===== config.mk =====
export PLATFORM = sky130hd
export DESIGN_NAME = bbs_fifo
export DESIGN_NICKNAME = d
export VERILOG_FILES = /design/src/hdl/bbs_pkg.sv /design/src/hdl/bbs_fifo.sv
export SDC_FILE = /design/constraint.sdc
export NUM_CORES = 1
export LEC_CHECK = 0
export BUFFER_PORTS_ARGS = -buffer_cell sky130_fd_sc_hd__buf_4
export CORE_ASPECT_RATIO = 1.1
export CORE_MARGIN = 8
export CORE_UTILIZATION = 60
export CTS_CLUSTER_SIZE = 24
export DETAILED_ROUTE_END_ITERATION = 12
export PLACE_DENSITY_LB_ADDON = 0.3
export SETUP_SLACK_MARGIN = 0.1
export SLEW_MARGIN = 20
export SYNTH_ARGS = -nofsm -noshare
export SYNTH_HDL_FRONTEND = slang
export SYNTH_SLANG_ARGS = --single-unit

===== constraint.sdc =====
create_clock -name clk -period 9.8 [get_ports clk]
set_clock_uncertainty 0.15 [all_clocks]
set_input_delay 1.47 -clock clk [delete_from_list [all_inputs] [get_ports clk]]
set_output_delay 1.47 -clock clk [all_outputs]
set_load 0.05 [all_outputs]

===== src/hdl/bbs_pkg.sv =====
// Shared types and constants of the 3x3 box blur stream block.
package bbs_pkg;

  // Result queue depth in entries; one entry holds all results of one pixel.
  localparam int QDEPTH = 8;
  localparam int QAW    = $clog2(QDEPTH);

  // Entries kept free so that the pixels in flight always find room.
  localparam int QRESERVE = 4;

  // Divide by nine as a multiply by ceil(2^16 / 9) and a shift by 16.
  // This is exact for every window sum below 32768.
  localparam int SUMW       = 12;
  localparam int MEAN_SHIFT = 16;
  localparam int MEAN_MULW  = 13;
  localparam logic [MEAN_MULW-1:0] MEAN_MUL = 13'd7282;
  localparam int PRODW      = SUMW + MEAN_MULW;

  // Register indexes of the configuration port.
  localparam logic [1:0] REG_FRAME_WIDTH  = 2'd0;
  localparam logic [1:0] REG_FRAME_HEIGHT = 2'd1;

  // All results caused by one input pixel.
  typedef struct packed {
    logic        has_int;
    logic        has_bord;
    logic        eof;
    logic [11:0] int_row;
    logic [9:0]  int_col;
    logic [7:0]  mean;
    logic [11:0] row;
    logic [9:0]  col;
    logic [7:0]  blue;
    logic [7:0]  green;
    logic [7:0]  red;
  } entry_t;

  // Queue status seen by the front and the back.
  typedef struct packed {
    logic room;
    logic nonempty;
  } fifo_stat_t;

endpackage


===== src/hdl/bbs_fifo.sv =====
// Queue of per-pixel result entries between the front and the back.
module bbs_fifo (
  input  logic                clk,
  input  logic                rst,
  input  logic                push,
  input  bbs_pkg::entry_t     push_entry,
  input  logic                pop,
  output bbs_pkg::entry_t     head,
  output bbs_pkg::fifo_stat_t stat
);

  bbs_pkg::entry_t            mem [bbs_pkg::QDEPTH];
  logic [bbs_pkg::QAW-1:0]    wr_ptr;
  logic [bbs_pkg::QAW-1:0]    rd_ptr;
  logic [bbs_pkg::QAW:0]      count;

  // Pointers and fill count.
  always_ff @(posedge clk) begin
    if (rst) begin
      wr_ptr <= '0;
      rd_ptr <= '0;
      count  <= '0;
    end else begin
      if (push) begin
        wr_ptr <= wr_ptr + 1'b1;
      end
      if (pop) begin
        rd_ptr <= rd_ptr + 1'b1;
      end
      if (push && !pop) begin
        count <= count + 1'b1;
      end else if (pop && !push) begin
        count <= count - 1'b1;
      end
    end
  end

  // Entry storage.
  always_ff @(posedge clk) begin
    if (push) begin
      mem[wr_ptr] <= push_entry;
    end
  end

  assign head          = mem[rd_ptr];
  assign stat.nonempty = (count != '0);
  assign stat.room     = (count <= (bbs_pkg::QAW+1)'(bbs_pkg::QDEPTH - bbs_pkg::QRESERVE));

endmodule


Word level (Yosys, flattened, before mapping). Memory sizes are Yosys's and may differ from the RTL's. A register that Yosys moved wholly into a read port is not among the register bits. Index checks and enable logic that the tools add are counted.

ROM bits: 0. Latch bits: 0. Logic and storage cells: 21. Register bits: 10. Memories: 1. Bits of input ports: 83. RAM bits: 632.

Shifts and indexed selects: 0. $add $sub $neg: 4. Bitwise gates (word level): 0. Reduce and logical (&&, ||, !) cells: 6. Div/mod/pow operators: 0. Muxes and demuxes: 6. Multipliers: 0. Magnitude comparators: 1. Eq/ne operators: 0.

Memory list: mem (words 8, width 79, rd ports 1, clocked after memory_dff 1, write ports 1, RTL line bbs_fifo.sv:12) `bbs_pkg::entry_t mem [bbs_pkg::QDEPTH];`.

Operator list (number): $mux W4 (2); $add A3 B1 Y3 const B (2); $mux W3 (2); $add A4 B1 Y4 const B (1); $le A4 B3 Y1 const B (1); $reduce_bool A4 Y1 (1); $sub A4 B1 Y4 const B (1); $logic_and A1 B1 Y1 (2); $logic_not A1 Y1 (2); $mux W1 (2); $reduce_bool A2 Y1 (1).

Depth between registers and ports, before layout. Gate-level depths: netlist of the first run.

Depth in word-level cells: 4. Gate-level depth with buffers: 8. Depth with buffers taken out: 8.

Worst setup path after synthesis of the first run. No wires, ideal clock.

Path kind: input to register. Start: input port push. End: memory mem[0][0] (netlist bit) (enable). Setup time: 613 ps. Data required time: 9037 ps. Stages on the path: 2. Buffers on the path: 0. Slack: 2116 ps. Arrival time: 6920 ps. Path through: nand2b_1 > nor3_1.

Longest elaborated chain between the ends: 2.

Ends and longest elaborated chain: from (decl) (RTL line bbs_fifo.sv:5) `input logic push,`; $mux W1 (RTL line bbs_fifo.sv:40) `if (push) begin`; $mux W1 (implied by the code) (RTL line bbs_fifo.sv:41) `mem[wr_ptr] <= push_entry;`; to (decl) (RTL line bbs_fifo.sv:12).

Every way passes these cells.

==> impl_results.md, run 1 <==
- Chip height: 227 um
- Drt wl/cell: 26.4 um
- Post-synthesis mux area share: 0.184
- Post-CTS Setup Bufs: 0
- Sequential share of the synthesized area: 0.790
- Xor-xnor portion of the synthesized cell area: 0.00216
- Synthesized-area fraction occupied by adder cells: 0.00339
- Post-CTS resize count: 0
- Syn nets: 1,073
- Main combinational cell family by area after synthesis: multiplexers
- Slowest CP cell: dfxtp_4
- Crit path cell chain: buf_12 -> mux4_2 -> mux2_2 -> buf_4
- P&R area growth vs syn: 14.8%
- I/O pin count: 164
- Fillers: 2,365
- Max-cap violations: 0
- Reg area: between 0.015 and 0.02 mm^2
- Max VDD drop: ~0.17 mV
- Vias per cell: 6.13
- Minimum clock period: 5.07 ns
- Startpoint Class: register
- Simple-gate share of the synthesized area: 0.00565
- YS warnings: 0
- RR Startpoint: wr_ptr[0]$_SDFFE_PP0P_
- GRT overflow: 0
- Htree depth: 2
- Slew headroom: 0.277
- Pwr dens: 214 mW/mm^2
- # diodes: 0
- Fin. Hold Viols: 0
- Post-cts hold buffer count: 0
- Initial Util: 0.607
- I/O Buffers: 163
- Syn Inst Count: approximately 1,000
- Tightest Pin Transition: 1.08 ns
- Complex-gate fraction of the synthesized area: 0.00129
- Synth Area per Inst: between 20 and 25 um^2
- Hpwl dp: about 24,000 um
- Worst-Skew Late Latency: ~0.60 ns
- Final GP Congestion: between 0.7 and 0.8
- Min Hold Slack: 0.381 ns
- Number of global-route vias before repair: 11,500
- Setup TNS: 0 ns
- Final setup viols: 0
- CTS tree: yes
- EDFF count, synth: 632
- Tcrit/Tclk final: 0.517
- CP max FO: 84
- Data required time at the worst endpoint: slightly above 8 ns
- Synth area leaders: edfxtp_1 78%, mux4_2 15%, mux2_2 3.7%, dfxtp_1 1.1%, buf_6 0.65%
- Clk slew on worst S/H paths: 0.06 ns
- Achievable Freq: 197 MHz
- Initial drt markers: 799
- CP bufs+invs: 2
- Fraction of layout cells with a size suffix above 1: 0.414
- Post-route ant nets: 0
- Dominant synthesized flop cell: edfxtp_1
- WS Path Type: reg -> out
- Start point of the worst hold path: wr_ptr[2]$_SDFFE_PP0P_
- CP arrival: 3.45 ns
- Cell family with most CP delay: flip-flops
- Largest net degree at the start of global routing: 85
- Worst Hold Class: reg -> reg
- # nets final: between 1,000 and 1,500
- Status: finished, final reports clean
- Total die area: 0.0473 mm^2
- TritonCTS buffer count: 59
- DRC: 0
- Crit-path max cell delay: 1.00 ns
- Clk root buf: clkbuf_16
- Initial antenna violation count: 1
- CTS sink cnt: ~650
- Seq cells post-synth: 645
- First-pass GRT wire length: 69,300 um
- Leading area contributor after synthesis: edfxtp_1
- Leakage: 0.00894 uW
- CTS max path bufs: 3
- Final WL: 45,900 um
- Most frequent cells in the layout: 632 x edfxtp_1, 183 x buf_4, 158 x mux4_2
- Footprint of the multi-input gates: a little under 0.005 mm^2
- Max-slew violation count: 0
- Rows: 77
- Gr usage total: 0.196
- Library cells used by synthesis: 25
- Core outline area: 0.0401 mm^2
- Endpoint type of the worst setup path: output pin
- Synth top area share: 0.780
- DRT Pass-1 Iters: 5
- RSZ-0062 raised after global routing: false
- Vias: 10,700
- Most common cell after layout, fill and taps aside: edfxtp_1
- Die X: roughly 210 um
- Post-synth ARST share: 0
- Mapped cell area: 0.0243 mm^2
-- stage by stage --
stage          instance area [um^2]   util  instances  total power (uW)  setup slack (ns)
3_5_place_dp                  26100  0.652       1634              3910              5.29
3_3_place_gp                  26100  0.652       1634              3900              5.31
5_1_grt                       28000  0.697       1739              6180              4.47
6_report                      28000  0.697       1739              5990              4.73
4_1_cts                       28000  0.697       1739              6050              4.65
2_1_floorplan                 24300      -        984              3700              2.12
-- worst paths after layout --
kind | end | slack (ns) | depth (start not counted)
min | wr_ptr[2]$_SDFFE_PP0P_ | 0.38 | 2
min reg2reg | wr_ptr[2]$_SDFFE_PP0P_ | 0.38 | 2
max | head[42] | 4.73 | 4
max reg2reg | mem[7][9]$_DFFE_PP_ | 6.81 | 4
-- routing by layer --
metal	global-route usage	part of all wire	vias to the layer above
met3	0.0397	0.060	60
met2	0.326	0.51	324
li1	-	-	4590
met1	0.266	0.41	5687
met5	0	0.00033	-
met4	0.0582	0.020	2
-- worst min-delay path: stages, from the launching register on --
cell and delay (ns):
dfxtp_1 0.35, xor2_1 0.08, nor2_1 0.07
-- kinds of logic (layout without fill, tap and decap cells) --
logic type,after synthesis,after routing
buf+inv,49,291
compound gates,5,5
fa+ha+maj,6,6
xor+xnor,6,6
mux,241,241
simple gates,32,32
flops,645,645
-- power by group --
group          switching (uW)  internal [uW]
clock network             926           1230
registers                40.4           3100
logic                     417            279
-- layout make-up --
class                   count  share of cell area
repair buffers            184              0.0499
flip-flops and latches    645               0.689
inverters                   2            0.000269
clock inverters            34             0.00886
multi-input cells         290               0.173
well taps                 513              0.0230
clock buffers              71              0.0560
-- synth_stat cells, types with 2 or more instances --
cell type,instances
edfxtp_1,632
clkbuf_1,14
nand2b_1,3
mux4_2,158
ha_1,5
xnor2_1,3
buf_6,14
nor3_1,2
xor2_1,3
buf_2,16
dfxtp_1,13
inv_1,2
mux2i_1,3
nand2_1,4
nor2_1,20
buf_1,3
mux2_2,80
a21oi_1,2
-- registers in the layout, summed over array words and instances, names as in the netlist, named ones only --
name	count
mem	632
count	4
rd_ptr	3
wr_ptr	3
Note: power is estimated with default switching activity, not from simulation.
==> run 2, diff against run 1 <==
Settings changed: CORE_UTILIZATION 60 to 54.
Clock period 9.8 ns to 4.4 ns, I/O delays scaled along.
==> impl_results.md, run 2 (same netlist as run 1, synthesis figures left out) <==
- Tightest Pin Transition: approximately 0.93 ns
- Critical path depth in cells: 4
- Initial antenna violation count: 3
- Post-CTS Setup Bufs: 0
- P_int: 10,800 uW
- Crit path cell chain: buf_12 -> mux4_2 -> mux2_2 -> buf_4
- Clk slew on worst S/H paths: 0.06 ns
- Footprint of the multi-input gates: 0.00486 mm^2
- Total die area: 0.0521 mm^2
- DR WL met2: 23,000 um
- Sw frac: 0.227
- # nets final: 1,280
- Most common cell after layout, fill and taps aside: edfxtp_1
- Final Power: ~14,000 uW
- Setup TNS: 0 ns
- Metal-1 WL: 19,800 um
- Gr usage total: 0.179
- Chip height: 239 um
- Net switching power: 3160 uW
- Worst-Skew Late Latency: 0.60 ns
- Worst R2R Setup Slack: approximately 2 ns
- DRT Pass-1 Iters: 4
- Most frequent cells in the layout: 632 x edfxtp_1, 181 x buf_4, 158 x mux4_2
- Drt wl/cell: 25.5 um
- Worst Hold Class: in -> reg
- Cell family with most CP delay: multiplexers
- Max-cap violations: 0
- RR Startpoint: wr_ptr[0]$_SDFFE_PP0P_
- Max layer used: met5
- Reg area: 0.0192 mm^2
- Fin worst setup slack: 0.733 ns
- Final WL: 46,400 um
- Hpwl dp: between 20,000 and 25,000 um
- Initial Util: 0.547
- CP bufs+invs: 2
- Initial drt markers: roughly 840
- DRC: 0
- Startpoint Class: register
- Hold endpoint: mem[1][50]$_DFFE_PP_
- Largest net degree at the start of global routing: just under 90
- Fin. Hold Viols: 0
- Status: finished, final reports clean
- Start point of the worst hold path: push_entry[50]
- RSZ-0062 raised after global routing: false
- Combinational fraction of design power: 0.115
- Pre-CTS setup slack: 1.28 ns
- Post-cts hold buffer count: 0
- Rows: about 80
- Met3 Wirelength: 2710 um
- Post-CTS resize count: 0
- CP max FO: 45
- Minimum clock period: 3.67 ns
- I/O Buffers: 163
- CTS sink cnt: 645
- Htree depth: 2
- WS Path Type: reg -> out
- Number of global-route vias before repair: between 10,000 and 15,000
- Core outline area: 0.0445 mm^2
- Max-slew violation count: 0
- CTS max path bufs: 3
- P&R area growth vs syn: 17.1%
- Largest reg by FF count: mem
- CP arrival: 2.86 ns
- Clock network power share: 0.384
- Achievable Freq: 273 MHz
- CTS tree: yes
- Clk root buf: clkbuf_16
- GRT overflow: 0
- Data required time at the worst endpoint: around 3.6 ns
- Fraction of layout cells with a size suffix above 1: 0.429
- Regs by FF count: mem: 632 flops, count: 4 flops
- Leakage: slightly above 0.009 uW
- # diodes: 0
- Endpoint type of the worst setup path: output pin
- Slew headroom: 0.376
- Min Hold Slack: 0.136 ns
- Max reg flops: 632
- Crit-path max cell delay: 0.73 ns
- Pwr dens: 489 mW/mm^2
- Max VDD drop: 0.258 mV
- Vias: 10,600
- I/O pin count: 164
- Vias per cell: 5.84
- Tcrit/Tclk final: 0.833
- First-pass GRT wire length: ~70,000 um
- RR Endpoint: mem[3][68]$_DFFE_PP_
- Final GP Congestion: 0.726
- Final setup viols: 0
- TritonCTS buffer count: 60
- Slowest CP cell: dfxtp_4
- Min-Delay Path Depth: 1
- Post-route ant nets: 0
- Reg power frac: 0.501
- Number of cells on the worst reg-to-reg path: 3
- Fin util: 0.640
- Fillers: 2,927
- Die X: 218 um
==> run 2: cell count changes in the layout (fill, tap and decap cells not counted) <==
cell,previous run,this run
buf_12,1,11
buf_4,183,181
bufinv_16,4,10
clkbuf_1,10,7
clkbuf_8,0,6
clkinv_1,20,13
clkinv_2,9,12
clkinv_4,0,2
nor3_2,2,0
nor3_4,0,2
==> run 2: worst register-to-register path, cell delays in order (launching register included) <==
cell	delay [ns]
dfxtp_1	0.55
nand2_1	0.22
nor2_4	0.72
buf_4	0.42
==> run 2: worst max path at each step <==
stage / start / end / slack [ns]
floorplan: push / mem[1][0]$_DFFE_PP_ / -0.35
CTS: register / head[11] / 0.62
global placement: register / head[4] / 1.31
detailed placement: register / head[11] / 1.28
finish: register / head[11] / 0.73
global route: register / head[4] / 0.53
==> run 2: through the flow <==
step                      area [um^2]  cells
after global routing            28500   1822
after global placement          26400   1710
after floorplan                 24400    984
after detailed placement        26400   1710
final                           28500   1822
after CTS                       28500   1822
==> run 2: power by group through the flow <==
| stage | sequential [uW] | clock [uW] | combinational (uW) |
|---|---|---|---|
| floorplan | 7090 | 0 | 1140 |
| global placement | 7100 | 0 | 1610 |
| detailed placement | 7110 | 0 | 1630 |
| CTS | 6980 | 5450 | 1630 |
| global route | 6990 | 5670 | 1690 |
| finish | 6980 | 5350 | 1600 |
==> run 2: cell type report <==
cell class,instances,share of cell area
Multi-Input combinational cell,290,0.171
Inverter,2,0.000263
Timing Repair Buffer,192,0.0554
Clock inverter,38,0.0152
Sequential cell,645,0.676
Clock buffer,74,0.0574
Tap cell,581,0.0255
==> run 2: per-layer routing <==
metal,GRT usage,vias to the layer above
met2,0.293,276
met5,0,-
met3,0.0351,66
met1,0.246,5678
met4,0.0515,6
li1,-,4608
