==> config.mk <==
export PLATFORM = sky130hd
export DESIGN_NAME = bbs_back
export DESIGN_NICKNAME = d
export VERILOG_FILES = /design/src/hdl/bbs_pkg.sv /design/src/hdl/bbs_back.sv
export SDC_FILE = /design/constraint.sdc
export NUM_CORES = 1
export LEC_CHECK = 0
export BUFFER_PORTS_ARGS = -buffer_cell sky130_fd_sc_hd__clkbuf_2
export CAP_MARGIN = 20
export CELL_PAD_IN_SITES_DETAIL_PLACEMENT = 2
export CELL_PAD_IN_SITES_GLOBAL_PLACEMENT = 2
export CORE_ASPECT_RATIO = 1.2
export CORE_MARGIN = 2
export CORE_UTILIZATION = 37
export CTS_BUF_LIST = sky130_fd_sc_hd__clkbuf_8
export DETAILED_ROUTE_END_ITERATION = 8
export GPL_TIMING_DRIVEN = 0
export PLACE_DENSITY = 0.82
export SLEW_MARGIN = 40
export SYNTH_ARGS = -nofsm -noshare
export SYNTH_HDL_FRONTEND = slang
export SYNTH_SLANG_ARGS = --single-unit
export TNS_END_PERCENT = 30
==> constraint.sdc <==
create_clock -name clk -period 2.8 [get_ports clk]
set_clock_uncertainty 0.1 [all_clocks]
set_input_delay 0.14 -clock clk [delete_from_list [all_inputs] [get_ports clk]]
set_output_delay 0.14 -clock clk [all_outputs]
set_load 0.02 [all_outputs]
==> src/hdl/bbs_pkg.sv <==
// Shared types and constants of the 3x3 box blur stream block.
package bbs_pkg;

  // Result queue depth in entries; one entry holds all results of one pixel.
  localparam int QDEPTH = 8;
  localparam int QAW    = $clog2(QDEPTH);

  // Entries kept free so that the pixels in flight always find room.
  localparam int QRESERVE = 4;

  // Divide by nine as a multiply by ceil(2^16 / 9) and a shift by 16.
  // This is exact for every window sum below 32768.
  localparam int SUMW       = 12;
  localparam int MEAN_SHIFT = 16;
  localparam int MEAN_MULW  = 13;
  localparam logic [MEAN_MULW-1:0] MEAN_MUL = 13'd7282;
  localparam int PRODW      = SUMW + MEAN_MULW;

  // Register indexes of the configuration port.
  localparam logic [1:0] REG_FRAME_WIDTH  = 2'd0;
  localparam logic [1:0] REG_FRAME_HEIGHT = 2'd1;

  // All results caused by one input pixel.
  typedef struct packed {
    logic        has_int;
    logic        has_bord;
    logic        eof;
    logic [11:0] int_row;
    logic [9:0]  int_col;
    logic [7:0]  mean;
    logic [11:0] row;
    logic [9:0]  col;
    logic [7:0]  blue;
    logic [7:0]  green;
    logic [7:0]  red;
  } entry_t;

  // Queue status seen by the front and the back.
  typedef struct packed {
    logic room;
    logic nonempty;
  } fifo_stat_t;

endpackage

==> src/hdl/bbs_back.sv <==
// Back part: splits queue entries into single results behind an output register.
module bbs_back (
  input  logic                clk,
  input  logic                rst,
  input  bbs_pkg::entry_t     head,
  input  bbs_pkg::fifo_stat_t q_stat,
  output logic                pop,
  output logic                out_valid,
  input  logic                out_ready,
  output logic [11:0]         out_row,
  output logic [9:0]          out_col,
  output logic [7:0]          out_blue,
  output logic [7:0]          out_green,
  output logic [7:0]          out_red,
  output logic                last_of_item,
  output logic                end_of_frame
);

  bbs_pkg::entry_t cur;
  logic            cur_valid;
  logic            pend_int;
  logic            pend_bord;
  logic            load;
  logic            cur_done;

  // The output register takes a new result when empty or when taken.
  assign load     = !out_valid || out_ready;
  assign cur_done = !cur_valid || !(pend_int && pend_bord);
  assign pop      = load && cur_done && q_stat.nonempty;

  // Current entry and the results still owed from it.
  always_ff @(posedge clk) begin
    if (rst) begin
      cur_valid <= 1'b0;
      pend_int  <= 1'b0;
      pend_bord <= 1'b0;
      out_valid <= 1'b0;
    end else if (load) begin
      out_valid <= cur_valid;
      if (pop) begin
        cur_valid <= 1'b1;
        pend_int  <= head.has_int;
        pend_bord <= head.has_bord;
      end else if (cur_done) begin
        cur_valid <= 1'b0;
      end else begin
        pend_int <= 1'b0;
      end
    end
  end

  always_ff @(posedge clk) begin
    if (pop) begin
      cur <= head;
    end
  end

  // Result payload: the interior mean first, then the border pixel.
  always_ff @(posedge clk) begin
    if (load && cur_valid) begin
      if (pend_int) begin
        out_row      <= cur.int_row;
        out_col      <= cur.int_col;
        out_blue     <= cur.mean;
        out_green    <= cur.mean;
        out_red      <= cur.mean;
        last_of_item <= !pend_bord;
        end_of_frame <= 1'b0;
      end else begin
        out_row      <= cur.row;
        out_col      <= cur.col;
        out_blue     <= cur.blue;
        out_green    <= cur.green;
        out_red      <= cur.red;
        last_of_item <= 1'b1;
        end_of_frame <= cur.eof;
      end
    end
  end

endmodule

# Word level (Yosys, flattened, before mapping)
# Cells that the tools add are included.
# word_totals
reg_bits,129
output_inout_bits,50
word_cells,44
# classes
n_reduce_logical,14
mux,9
n_eq_ne,1
# ops
cell,n
8-bit two-way mux,3
12-bit two-way mux,1
10-bit two-way mux,1
2-bit AND reduction,3
1-bit logical AND,4
1-bit logical NOT,4
1-bit two-way mux,4
1-bit logical OR,2
2-bit != test (second input constant),1
2-bit nonzero test,1

# Longest topological paths before layout
# Gate-level depths: netlist of run 1.
# depth
word_depth,7
depth_mapped,4
ltp_nobuf,3

# Worst setup path before layout of run 1
# OpenSTA, ideal clock, no wires.
# synth_timing
path_kind,register -> register
start,reg out_valid
end,reg end_of_frame (enable)
slack_ps,607
n_path_buf,0
t_arrival_ps,1683
synth_period_minus_slack_ps,2193
path_stages_with_launch,3
cell_sequence,dfxtp_1 -> nand2b_1 -> and2_1
# synth_via
elab_chain_cells,3
# synth_lines
item,line_no,rtl
"start, declared",bbs_back.sv:8,"output logic out_valid,"
"start signal, assigned",bbs_back.sv:39,out_valid <= cur_valid;
1-bit logical NOT,bbs_back.sv:27,assign load = !out_valid || out_ready;
1-bit logical OR,bbs_back.sv:27,
1-bit logical AND,bbs_back.sv:60,if (load && cur_valid) begin
"end signal, assigned",bbs_back.sv:76,end_of_frame <= cur.eof;
"end, declared",bbs_back.sv:16,output logic end_of_frame
# Every way passes these cells.
# A chain may end at the register's enable or synchronous reset.

# Worst setup path after layout of run 1
# layout_timing
start,reg cur_valid
end,out pop
# layout_via
elab_chain_cells,4
# layout_lines
item,line_no,rtl
"start, declared",bbs_back.sv:20,logic cur_valid;
"start signal, assigned",bbs_back.sv:34,cur_valid <= 1'b0;
"start signal, assigned",bbs_back.sv:41,cur_valid <= 1'b1;
"start signal, assigned",bbs_back.sv:45,cur_valid <= 1'b0;
1-bit logical NOT,bbs_back.sv:28,assign cur_done = !cur_valid || !(pend_int && pend_bord);
1-bit logical OR,bbs_back.sv:28,
1-bit logical AND (2 in series),bbs_back.sv:29,assign pop = load && cur_done && q_stat.nonempty;
"end, declared",bbs_back.sv:7,"output logic pop,"
# Every way passes these cells.

==> results of run 1 <==
[power by group]
group	switching [mW]	total (mW)	leakage (nW)	internal [mW]
clock network	0.831	1.72	0.195	0.891
registers	0.0432	2.30	1.23	2.26
logic	0.220	0.413	1.23	0.192
[critical path, stage by stage (launching register included)]
cell,delay [ns]
sky130_fd_sc_hd__dfxtp_1,0.38
sky130_fd_sc_hd__nand3_1,0.14
sky130_fd_sc_hd__and3_4,0.56
sky130_fd_sc_hd__buf_12,0.33
sky130_fd_sc_hd__clkbuf_2,0.24
[sequential cells by signal (all words and copies together), names as in the netlist, 8 cells and up]
name and flops:
cur 77, out_row 12, out_red 8, out_green 8, out_blue 8, out_col 10
[cell type report]
type | instances | area [sq um] | share of cell area
multi-input cells | 72 | 514.2 | 0.07783
flip-flops and latches | 129 | 3834 | 0.5802
well taps | 157 | 196.4 | 0.02973
plain buffers | 6 | 32.53 | 0.004923
clock buffers | 17 | 234.0 | 0.03541
repair buffers | 216 | 1521 | 0.2303
inverters | 24 | 90.09 | 0.01363
clock inverters | 15 | 185.2 | 0.02803
[what timing repair did]
item | 4_1_cts | 5_1_grt
hold buffers | 82 | 0
hold endpoints to repair | 81 | 0
endpoints found under the setup margin | 0 | 0
[Yosys cell counts (all sizes together)]
cell / count / area share
edfxtp: 125 / 0.84
o21ai: 25 / 0.028
inv: 24 / 0.020
mux2: 22 / 0.055
nand2: 9 / 0.0076
buf: 6 / 0.0073
dfxtp: 4 / 0.018
nand2b: 3 / 0.0042
a21oi: 2 / 0.0022
nor2: 2 / 0.0017
nor2b: 2 / 0.0028
a21boi: 1 / 0.0017
and2: 1 / 0.0014
and3: 1 / 0.0025
mux2i: 1 / 0.0022
nand3: 1 / 0.0011
nand4: 1 / 0.0014
o21ba: 1 / 0.0022
[final timing paths]
kind / startpoint / endpoint / slack (ns) / cells past startpoint
worst min-delay path: q_stat[0] / pend_int / 0.11 / 4
worst max register to register: cur_valid / cur[70] / 0.92 / 3
worst max-delay path: cur_valid / pop / 0.44 / 4
worst min register to register: cur[69] / out_row[5] / 0.46 / 1
[cells by family after synthesis]
| kind of cell | count (synthesis) |
|---|---|
| buffers and inverters | 30 |
| DFF | 129 |
| and+or+nand+nor | 20 |
| muxes | 23 |
| AOI/OAI and AO/OA | 29 |
[metal layers]
metal  routed length, um  vias up  global-route usage
met5                   0        -                   0
met1                4788     1469              0.2250
li1                    -     1331                   -
met4                 332        0             0.08903
met3                 438       14             0.04082
met2                8541       91              0.4714
==> out/metrics.json, run 1 <==
{
  "run_status": "finished, final reports clean",
  "critical_path_required_ns": 2.56,
  "yosysSeqAreaShare": 0.8580,
  "placeableCoreArea_sq_mm": 0.01167,
  "tritoncts_clock_tree": "built",
  "post_layout_nonfiller_instances": 636,
  "synth-simple-area-share": 0.02268,
  "numClockSinks": 129,
  "vdd_drop_max_uv": 342.2,
  "number_of_drc_violations_after_detailed_routing_iteration_0": 137,
  "critical_path.startpoint_type": "flop",
  "synth_fa_ha_area_frac": 0,
  "track_usage": 0.2319,
  "synth-seq-cells": 129,
  "die_y_um": 124.4,
  "gp_congestion": 0.7553,
  "synth-xor-area-share": 0,
  "fin_crit_ns": 2.357,
  "post_synth_inst_count": 231,
  "maxCapViolCount": 0,
  "avgSynthCellArea_sq_um": 19.34,
  "grt_max_degree": 45,
  "clock_path_buffers": 2,
  "timing_hold_violations_final": 0,
  "clock_insertion_delay_worst_skew_ns": 0.44,
  "finish.net_count": 550,
  "h-tree-depth": 4,
  "crit_fanout": 44,
  "slew_headroom": 0.6285,
  "final_layout_size_suffix_gt1_frac": 0.4092,
  "leading_cell_types_in_the_layout_fill_and_taps_excluded": "132 x sky130_fd_sc_hd__clkbuf_2, 125 x sky130_fd_sc_hd__edfxtp_1, 82 x sky130_fd_sc_hd__dlygate4sd3_1",
  "critical_path_class": "flop to output port",
  "main_combinational_cell_family_by_area_after_synthesis": "multiplexers",
  "yosys-mux-area-fraction": 0.05769,
  "io_pins": 134,
  "avgViaCountPerCell": 4.568,
  "post-route-drc-count": 0,
  "placed_cells": 522,
  "synth.net_count": 315,
  "global_route_wire_length_before_repair_um": 21560,
  "routedWlPerCell_um": 22.17,
  "dpl-instance-area_sq_mm": 0.005368,
  "antenna-diode-count": 0,
  "power.static_leakage_nw": 2.658,
  "synth.cell_area_sq_mm": 0.004468,
  "area_delta_synth_final_pct": 47.89,
  "post_cts_gate_resize_count": 0,
  "grt_pass1_vias": 3495,
  "clock.fmax_ghz": 0.4243,
  "final_core_util": 0.5660,
  "pre_cts_slack_ns": 0.9479,
  "fillers": 1055,
  "finalPower_mw": 4.436,
  "layout_commonest_cell": "sky130_fd_sc_hd__clkbuf_2",
  "dieWidth_um": 104.3,
  "fin_hold_ws_ns": 0.1119,
  "antenna_violations_before_repair": 0,
  "routed-via-count": 2905,
  "power_density_mw_per_mm2": 671.3,
  "grt_setup_unrepaired": "no",
  "clock_tree.root_cell": "sky130_fd_sc_hd__clkbuf_8",
  "grt-ovfl-total": 0,
  "ant_nets": 0,
  "timing.critical_path.arrival_ns": 2.12,
  "compound_gate_fraction_of_synth_area": 0.03416,
  "finalSetupTns_ns": 0,
  "cts_inserted_buffers": 17,
  "ratio_of_final_minimum_period_to_clock_period": 0.8417,
  "count_of_endpoints_failing_setup_in_the_final_report": 0,
  "total_die_area_sq_mm": 0.01297,
  "drt-total-wl_um": 14100,
  "synthDistinctLibCells": 19,
  "tightest_slew_ns": 0.5573,
  "yosysWarningCount": 0,
  "cts_setup_buffers": 0,
  "row_count": 43,
  "buffer_ports.inserted": 132,
  "floorplan.initialDensity": 0.3827,
  "timing_max_transition_violations_final": 0,
  "finished_cell_area_sq_mm": 0.006608,
  "clkTransAtPathRegs_ns": 0.09,
  "post-route-worst-setup-slack_ns": 0.4434,
  "drt_pre_antenna_iters": 4,
  "endpoint_kind": "output port",
  "hold_class": "input port to flop",
  "place_hpwl_um": 7480
}
(Power assumes the default switching activity.)
==> run 2: changes to the inputs <==
clock period = 2.2 ns   (was 2.8 ns; I/O delays follow)
==> run 2 against run 1 <==
Effect of this change: clock power up 27%; cell area grew 0.23%; worst hold slack worse by 0.054 ns; flip-flop and latch count is the same.
==> out/metrics.json, run 2 (synthesized netlist as in run 1, its figures left out) <==
{
  "run_status": "finished, final reports clean",
  "vdd_drop_max_uv": 427.9,
  "r2r_cells": 4,
  "total_die_area_sq_mm": 0.01297,
  "clock_path_buffers": 2,
  "floorplan.initialDensity": 0.3827,
  "reg2reg_setup_slack_ns": 0.50,
  "antenna-diode-count": 0,
  "crit_cells": 4,
  "timing_max_transition_violations_final": 0,
  "number_of_drc_violations_after_detailed_routing_iteration_0": 133,
  "final_core_util": 0.5672,
  "area_delta_synth_final_pct": 48.22,
  "clock_tree.root_cell": "sky130_fd_sc_hd__clkbuf_8",
  "timing.critical_path.slowest_stage_cell": "sky130_fd_sc_hd__dfxtp_1",
  "timing.critical_path.arrival_ns": 1.78,
  "hold_class": "input port to flop",
  "crit-reg2reg-capture": "pend_int",
  "h-tree-depth": 4,
  "pre_cts_slack_ns": 0.3779,
  "timing.critical_path.max_delay_family": "buffers and inverters",
  "cts_inserted_buffers": 17,
  "post_layout_nonfiller_instances": 638,
  "drt-total-wl_um": 14310,
  "routed-via-count": 2915,
  "regToRegStartpoint": "cur_valid",
  "post-route-drc-count": 0,
  "maxCapViolCount": 0,
  "timing.critical_path.cells": "nand3_1 > and3_4 > buf_12 > clkbuf_2",
  "fin_hold_ws_ns": 0.05819,
  "drt_pre_antenna_iters": 4,
  "worst-path-buf-inv": 2,
  "count_of_endpoints_failing_setup_in_the_final_report": 0,
  "number_of_flip_flops_in_the_largest_register": 77,
  "antenna_violations_before_repair": 0,
  "leading_cell_types_in_the_layout_fill_and_taps_excluded": "132 x sky130_fd_sc_hd__clkbuf_2, 125 x sky130_fd_sc_hd__edfxtp_1, 82 x sky130_fd_sc_hd__dlygate4sd3_1",
  "ratio_of_final_minimum_period_to_clock_period": 0.9024,
  "clock.fmax_ghz": 0.5037,
  "global_route_wire_length_before_repair_um": 21730,
  "internal-power_mw": 4.255,
  "tightest_slew_ns": 0.4183,
  "track_usage": 0.2343,
  "grt_pass1_vias": 3507,
  "clock_insertion_delay_worst_skew_ns": 0.43,
  "dieWidth_um": 104.3,
  "power.net_switching_mw": 1.391,
  "endpoint_kind": "output port",
  "post-route-worst-setup-slack_ns": 0.2147,
  "cp_slowest_stage_delay_ns": 0.38,
  "clkPwrFrac": 0.387,
  "finish.net_count": 552,
  "place_hpwl_um": 7480,
  "power.share.combinational": 0.094,
  "holdPathStages": 4,
  "numClockSinks": 129,
  "fin_crit_ns": 1.985,
  "row_count": 43,
  "grt_setup_unrepaired": "no",
  "power_density_mw_per_mm2": 852.5,
  "io_pins": 134,
  "seq_power_share": 0.519,
  "buffer_ports.inserted": 132,
  "routedWlPerCell_um": 22.43,
  "min_from": "out_ready",
  "crit_fanout": 44,
  "gp_congestion": 0.7553,
  "largest-register": "cur",
  "slew_headroom": 0.7212,
  "die_y_um": 124.4,
  "avgViaCountPerCell": 4.569,
  "clkTransAtPathRegs_ns": 0.09,
  "placed_cells": 522,
  "timing_hold_violations_final": 0,
  "hold_end": "pend_int",
  "ant_nets": 0,
  "grt-ovfl-total": 0,
  "layout_top_registers": "cur (77), out_row (12), out_col (10)",
  "finalPower_mw": 5.646,
  "critical_path.startpoint_type": "flop",
  "power.static_leakage_nw": 2.667,
  "critical_path_class": "flop to output port",
  "final_layout_size_suffix_gt1_frac": 0.4116,
  "switching_share": 0.2464,
  "critical_path_required_ns": 1.99,
  "tritoncts_clock_tree": "built",
  "post_cts_gate_resize_count": 0,
  "layout_commonest_cell": "sky130_fd_sc_hd__clkbuf_2",
  "grt_max_degree": 45,
  "placeableCoreArea_sq_mm": 0.01167
}
-- run 2: cell count changes in the layout (fill, tap and decap cells not counted), sizes merged --
cell  previous run  this run
buf              8         9
and3             1         2
-- run 2: layer usage --
metal,share of wire,GRT usage,wire length (um)
met1,0.34,0.2235,4800
met4,0.024,0.08903,348
met2,0.61,0.4825,8736
met3,0.030,0.03925,424
met5,0,0,0
-- run 2: worst max-delay path by stage --
stage                    from           end  slack, ns
CTS                  pend_int           pop      0.006
global route        cur_valid           pop       0.13
global placement    out_valid  out_green[6]      -0.54
detailed placement   pend_int           pop       0.38
floorplan           out_valid  end_of_frame      0.007
finish              cur_valid           pop       0.21
-- run 2: metrics by stage --
| stage | setup TNS (ns) | instance area [sq um] |
|---|---|---|
| 6_report | 0 | 6623 |
| 5_1_grt | 0 | 6623 |
| 4_1_cts | 0 | 6615 |
| 3_5_place_dp | 0 | 5368 |
| 3_3_place_gp | -25.95 | 5325 |
| 2_1_floorplan | 0 | 4468 |
-- run 2: repair_timing --
action                                 CTS  global route
gates cloned                             1             0
setup buffers                            0             1
pin swaps                                1             1
setup endpoints to repair                1             1
hold buffers                            82             0
endpoints found under the hold margin   81             0
-- run 2: final cells by class --
cell class	count	area (sq um)
Multi-Input combinational cell	73	521.8
Timing Repair Buffer	217	1529
Inverter	24	90.09
Sequential cell	129	3834
Fill cell	1054	5052
Tap cell	157	196.4
Buffer	6	32.53
Clock buffer	17	234.0
Clock inverter	15	185.2
-- run 2: power by group through the flow --
stage / clock network (mW) / logic [mW] / registers [mW]
finish: 2.19 / 0.530 / 2.93
global route: 2.32 / 0.573 / 2.94
CTS: 2.16 / 0.515 / 2.92
detailed placement: 0 / 0.391 / 2.98
global placement: 0 / 0.355 / 2.96
floorplan: 0 / 0.133 / 3.02
-- run 2: worst reg2reg max path, delay by kind of cell (launching register included) --
family                 cells  cell delay (ns)
flip-flops                 1             0.45
AO/OA/AOI/OAI              1             0.10
buffers and inverters      1             0.57
AND/OR/NAND/NOR            2             0.36
